<file path="src/rtl/obst_pkg.sv">
// ----------------------------------------------------------------------------
// obst_pkg
// shared constants, types and helper functions of the optimal bst cost table
// ----------------------------------------------------------------------------
package obst_pkg;

	localparam int MAX_KEYS  = 16;
	localparam int FRAC_BITS = 16;
	localparam int VAL_W     = 24;
	localparam int IDX_W     = 7;
	localparam int PROB_W    = 16;

	localparam int COLS       = MAX_KEYS + 1;
	localparam int COST_ROWS  = MAX_KEYS + 2;
	localparam int COST_DEPTH = COST_ROWS * COLS;
	localparam int ROOT_DEPTH = COLS * COLS;
	localparam int COST_AW    = $clog2(COST_DEPTH);
	localparam int ROOT_AW    = $clog2(ROOT_DEPTH);
	localparam int KEY_W      = $clog2(MAX_KEYS + 1);
	localparam int PTR_W      = $clog2(MAX_KEYS + 2);

	localparam int IN_FIELDS_W  = 2 * IDX_W + 2 * PROB_W;
	localparam int IN_DATA_W    = ((IN_FIELDS_W + 7) / 8) * 8;
	localparam int OUT_FIELDS_W = 3 * IDX_W + VAL_W;
	localparam int OUT_DATA_W   = ((OUT_FIELDS_W + 7) / 8) * 8;
	localparam int OUT_USER_W   = 2;

	// input probability scaling
	localparam int SHL = (FRAC_BITS >= PROB_W) ? FRAC_BITS - PROB_W : 0;
	localparam int SHR = (FRAC_BITS < PROB_W) ? PROB_W - FRAC_BITS : 0;

	typedef logic [VAL_W-1:0]   val_t;
	typedef logic [PTR_W-1:0]   ptr_t;
	typedef logic [COST_AW-1:0] cost_addr_t;

	localparam val_t VAL_MAX = '1;

	typedef enum logic {
		KIND_LOAD  = 1'b0,
		KIND_QUERY = 1'b1
	} kind_t;

	typedef enum logic [2:0] {
		ST_IDLE,
		ST_INIT,
		ST_W_RD,
		ST_W_ADD,
		ST_R_LOOP,
		ST_DONE,
		ST_RD_ENTRY,
		ST_RESP
	} state_t;

	function automatic val_t to_internal(input logic [PROB_W-1:0] p);
		logic [PROB_W+VAL_W-1:0] v;
		v = ({{VAL_W{1'b0}}, p} << SHL) >> SHR;
		return (v > (PROB_W + VAL_W)'(VAL_MAX)) ? VAL_MAX : v[VAL_W-1:0];
	endfunction

	// row-major table address, row * COLS + col
	function automatic cost_addr_t cost_addr(input ptr_t row, input ptr_t col);
		return COST_AW'(row) * COST_AW'(COLS) + COST_AW'(col);
	endfunction

endpackage

</file>
<file path="src/rtl/obst_satadd.sv">
// ----------------------------------------------------------------------------
// obst_satadd
// shared three-operand saturating adder for weights and candidate costs
// ----------------------------------------------------------------------------
module obst_satadd
	import obst_pkg::*;
(
	input  val_t a,
	input  val_t b,
	input  val_t c,
	output val_t sum,
	output logic ovf
);

	logic [VAL_W+1:0] full;

	assign full = {2'b00, a} + {2'b00, b} + {2'b00, c};
	assign ovf  = full > {2'b00, VAL_MAX};
	assign sum  = ovf ? VAL_MAX : full[VAL_W-1:0];

endmodule

</file>
<file path="config.mk">
export PLATFORM = sky130hd
export DESIGN_NAME = obst_satadd
export DESIGN_NICKNAME = d
export VERILOG_FILES = /design/src/rtl/obst_pkg.sv /design/src/rtl/obst_satadd.sv
export SDC_FILE = /design/constraint.sdc
export NUM_CORES = 1
export LEC_CHECK = 0
export ABC_AREA = 1
export BUFFER_PORTS_ARGS = -buffer_cell sky130_fd_sc_hd__buf_2
export CAP_MARGIN = 20
export CORE_MARGIN = 8
export CORE_UTILIZATION = 35
export DETAILED_ROUTE_END_ITERATION = 12
export PLACE_DENSITY_LB_ADDON = 0.08
export SLEW_MARGIN = 20
export SYNTH_ARGS = -nofsm -noshare
export SYNTH_HDL_FRONTEND = slang
export SYNTH_SLANG_ARGS = --single-unit
export TNS_END_PERCENT = 5
</file>
<file path="constraint.sdc">
create_clock -name vclk -period 8.4
set_input_delay 1.26 -clock vclk [all_inputs]
set_output_delay 1.26 -clock vclk [all_outputs]
set_load 0.01 [all_outputs]
</file>
==> run_results.csv <==
group,metric,value,unit
clock_tree,cts_setup_buffers,0,
min_path,hold_path_depth,5,
detailed_routing,dr.first_iter.drc_count,102,
timing,hold_slack,2.97,ns
timing,slew-limit-headroom,59.6,%
setup_path,start_kind,"input port",
power_and_ir_drop,combPwrFrac,100.0,%
logic_synthesis,yosys-top-cells-count,"nand2_1, inv_1, fa_1",
timing,finalCritPeriodShare,60.4,%
detailed_routing,vias,2344,
global_route,grt_overflow_total,0,
logic_synthesis,ys_seq_area_share,0,%
logic_synthesis,synthesis.nets,456,
timing,setup_viol,0,
global_route,grt_max_degree,26,
logic_synthesis,synth_cell_type_count,23,
final_layout,finalNetCount,553,
run,maxCapViolations,0,
logic_synthesis,netlist.area_leader.share,24.0,%
floorplanning,die_y,93.2,um
logic_synthesis,synthTopCellsByArea,"fa_1, nand2_1, ha_1",
run_status,status,"finished, final reports clean",
final_layout,design.seq.count,0,
floorplanning,rows,28,
setup_path,critPathArrivalTime,3.81,ns
min_path,hold-path-endpoint,"sum[0]",
power_and_ir_drop,intPower,153,uW
setup_path,crit_path_end_kind,"output port",
logic_synthesis,synth_area_leader_cell,"fa_1",
final_layout,syn2layout_area_growth,26.7,%
timing,hold_viol_final,0,
final_layout,nFillCells,654,
detailed_routing,first_pass_iters,4,
power_and_ir_drop,power.leakage,1.51,nW
timing,fin_crit,5.07,ns
timing,rsz0062_at_grt,"no",
power_and_ir_drop,powerDensity,146,nW/um^2
final_layout,regArea,0,sq um
power_and_ir_drop,netSwitchingPower,233,uW
final_layout,drive_gt1_share,24.6,%
floorplanning,core,5850,sq um
detailed_routing,drc,0,
global_route,grt_pass1_wl,10500,um
final_layout,n_antenna_cell,0,
timing,max_slew.worst_pin.slew,0.605,ns
logic_synthesis,synth_cells,336,
logic_synthesis,syn_area_per_cell,6.20,sq um
setup_path,cp.required,7.14,ns
placed_design,port_buffers,97,
detailed_routing,wl_per_cell,11.7,um
global_route,antenna_found_initial,0,
power_and_ir_drop,max-vdd-ir-drop,0.0000626,V
final_layout,num-clock-buffers,0,
detailed_routing,vias_per_cell,4.63,
power_and_ir_drop,power_frac_seq,0,%
setup_path,crit_type,"input port to output port",
global_route,grtUsageTotal,13.8,%
logic_synthesis,netlist_area,2080,sq um
min_path,hold_path_class,"input port to output port",
power_and_ir_drop,sw_frac_of_total,60.4,%
timing,slew_viol_final,0,
global_route,grt_pass1_vias,2432,
timing,setup_slack,3.33,ns
floorplanning,dieArea,8680,sq um
floorplanning,start_util,35.6,%
floorplanning,die_x,93.2,um
floorplanning,ios,97,
power_and_ir_drop,pwr-share-clk,0,%
logic_synthesis,ys_warn_count,0,
clock_tree,hold_buffers,0,
logic_synthesis,synthMostInstantiatedCell,"nand2_1",
timing,tns,0,ns
placed_design,gp_congestion,0.869,
detailed_routing,drt_wl_total,5950,um
setup_path,path_max_fanout,25,
min_path,worstHoldStart,"c[0]",
placed_design,hpwl,5400,um
timing,max_freq,197,MHz
clock_tree,cts_resized,0,
placed_design,place_ws,3.29,ns
detailed_routing,ant_nets,0,
per-stage QoR:
step	utilization [%]	power, mW	std cells	area (sq um)
2_1_floorplan	-	0.270	336	2080
3_3_place_gp	45.1	0.390	506	2640
3_5_place_dp	45.1	0.391	506	2640
4_1_cts	45.1	0.393	506	2640
5_1_grt	45.1	0.447	506	2640
6_report	45.1	0.386	506	2640
power groups by stage:
stage          Sequential, mW  Combinational [mW]  Clock (mW)
3_3_place_gp                0               0.390           0
6_report                    0               0.386           0
4_1_cts                     0               0.393           0
3_5_place_dp                0               0.391           0
2_1_floorplan               0               0.270           0
5_1_grt                     0               0.447           0
per-layer routing:
metal / vias up / share of wire, % / GRT usage (%)
li1: 1233 / - / -
met1: 1047 / 44 / 17.3
met2: 64 / 48 / 24.7
met3: 0 / 7.8 / 2.72
met4: 0 / 0 / 0.671
met5: - / 0 / 0
layout make-up:
cell class	count	area, sq um	area share [%]
Multi-Input combinational cell	280	1860	70.4
Timing Repair Buffer	97	485	18.4
Inverter	54	203	7.68
Tap cell	75	93.8	3.55
kinds of logic after synthesis:
group / share of synthesized area, %
and+or+nand+nor: 36.2
buffers and inverters: 10.8
adders and majority gates: 37.8
AOI/OAI and AO/OA: 8.83
xor gates and xnor gates: 6.31
how the worst max path moves through the flow:
stage	from	endpoint	cells after the start
5_1_grt	a[8]	sum[5]	12
2_1_floorplan	a[1]	sum[10]	14
6_report	a[1]	sum[19]	15
3_5_place_dp	a[1]	sum[16]	15
4_1_cts	a[1]	sum[19]	15
3_3_place_gp	a[8]	sum[15]	12
critical path, cell delays in order:
cell     delay [ns]
buf_2          0.07
inv_1          0.04
fa_1           0.53
inv_1          0.05
ha_1           0.20
inv_1          0.07
fa_1           0.22
nor2_1         0.07
o21ai_1        0.11
nand2_1        0.14
nand3_1        0.15
a21oi_2        0.08
nor2_4         0.50
nand2_1        0.13
buf_2          0.18
placed cells by master, fill, tap and decap left out:
cell / count
a21o_1: 1
a21oi_1: 24
a21oi_2: 1
buf_2: 97
fa_1: 25
ha_1: 23
inv_1: 54
nand2_1: 129
nand2_2: 5
nand3_1: 11
nand3b_1: 4
nand4_1: 3
nor2_1: 24
nor2_2: 1
nor2_4: 1
nor3_1: 3
o21ai_0: 4
o21ai_1: 1
o21bai_1: 3
or2_1: 1
or2_2: 1
xnor2_1: 11
xor2_1: 4
No activity file was read; power rests on OpenSTA's default activity.
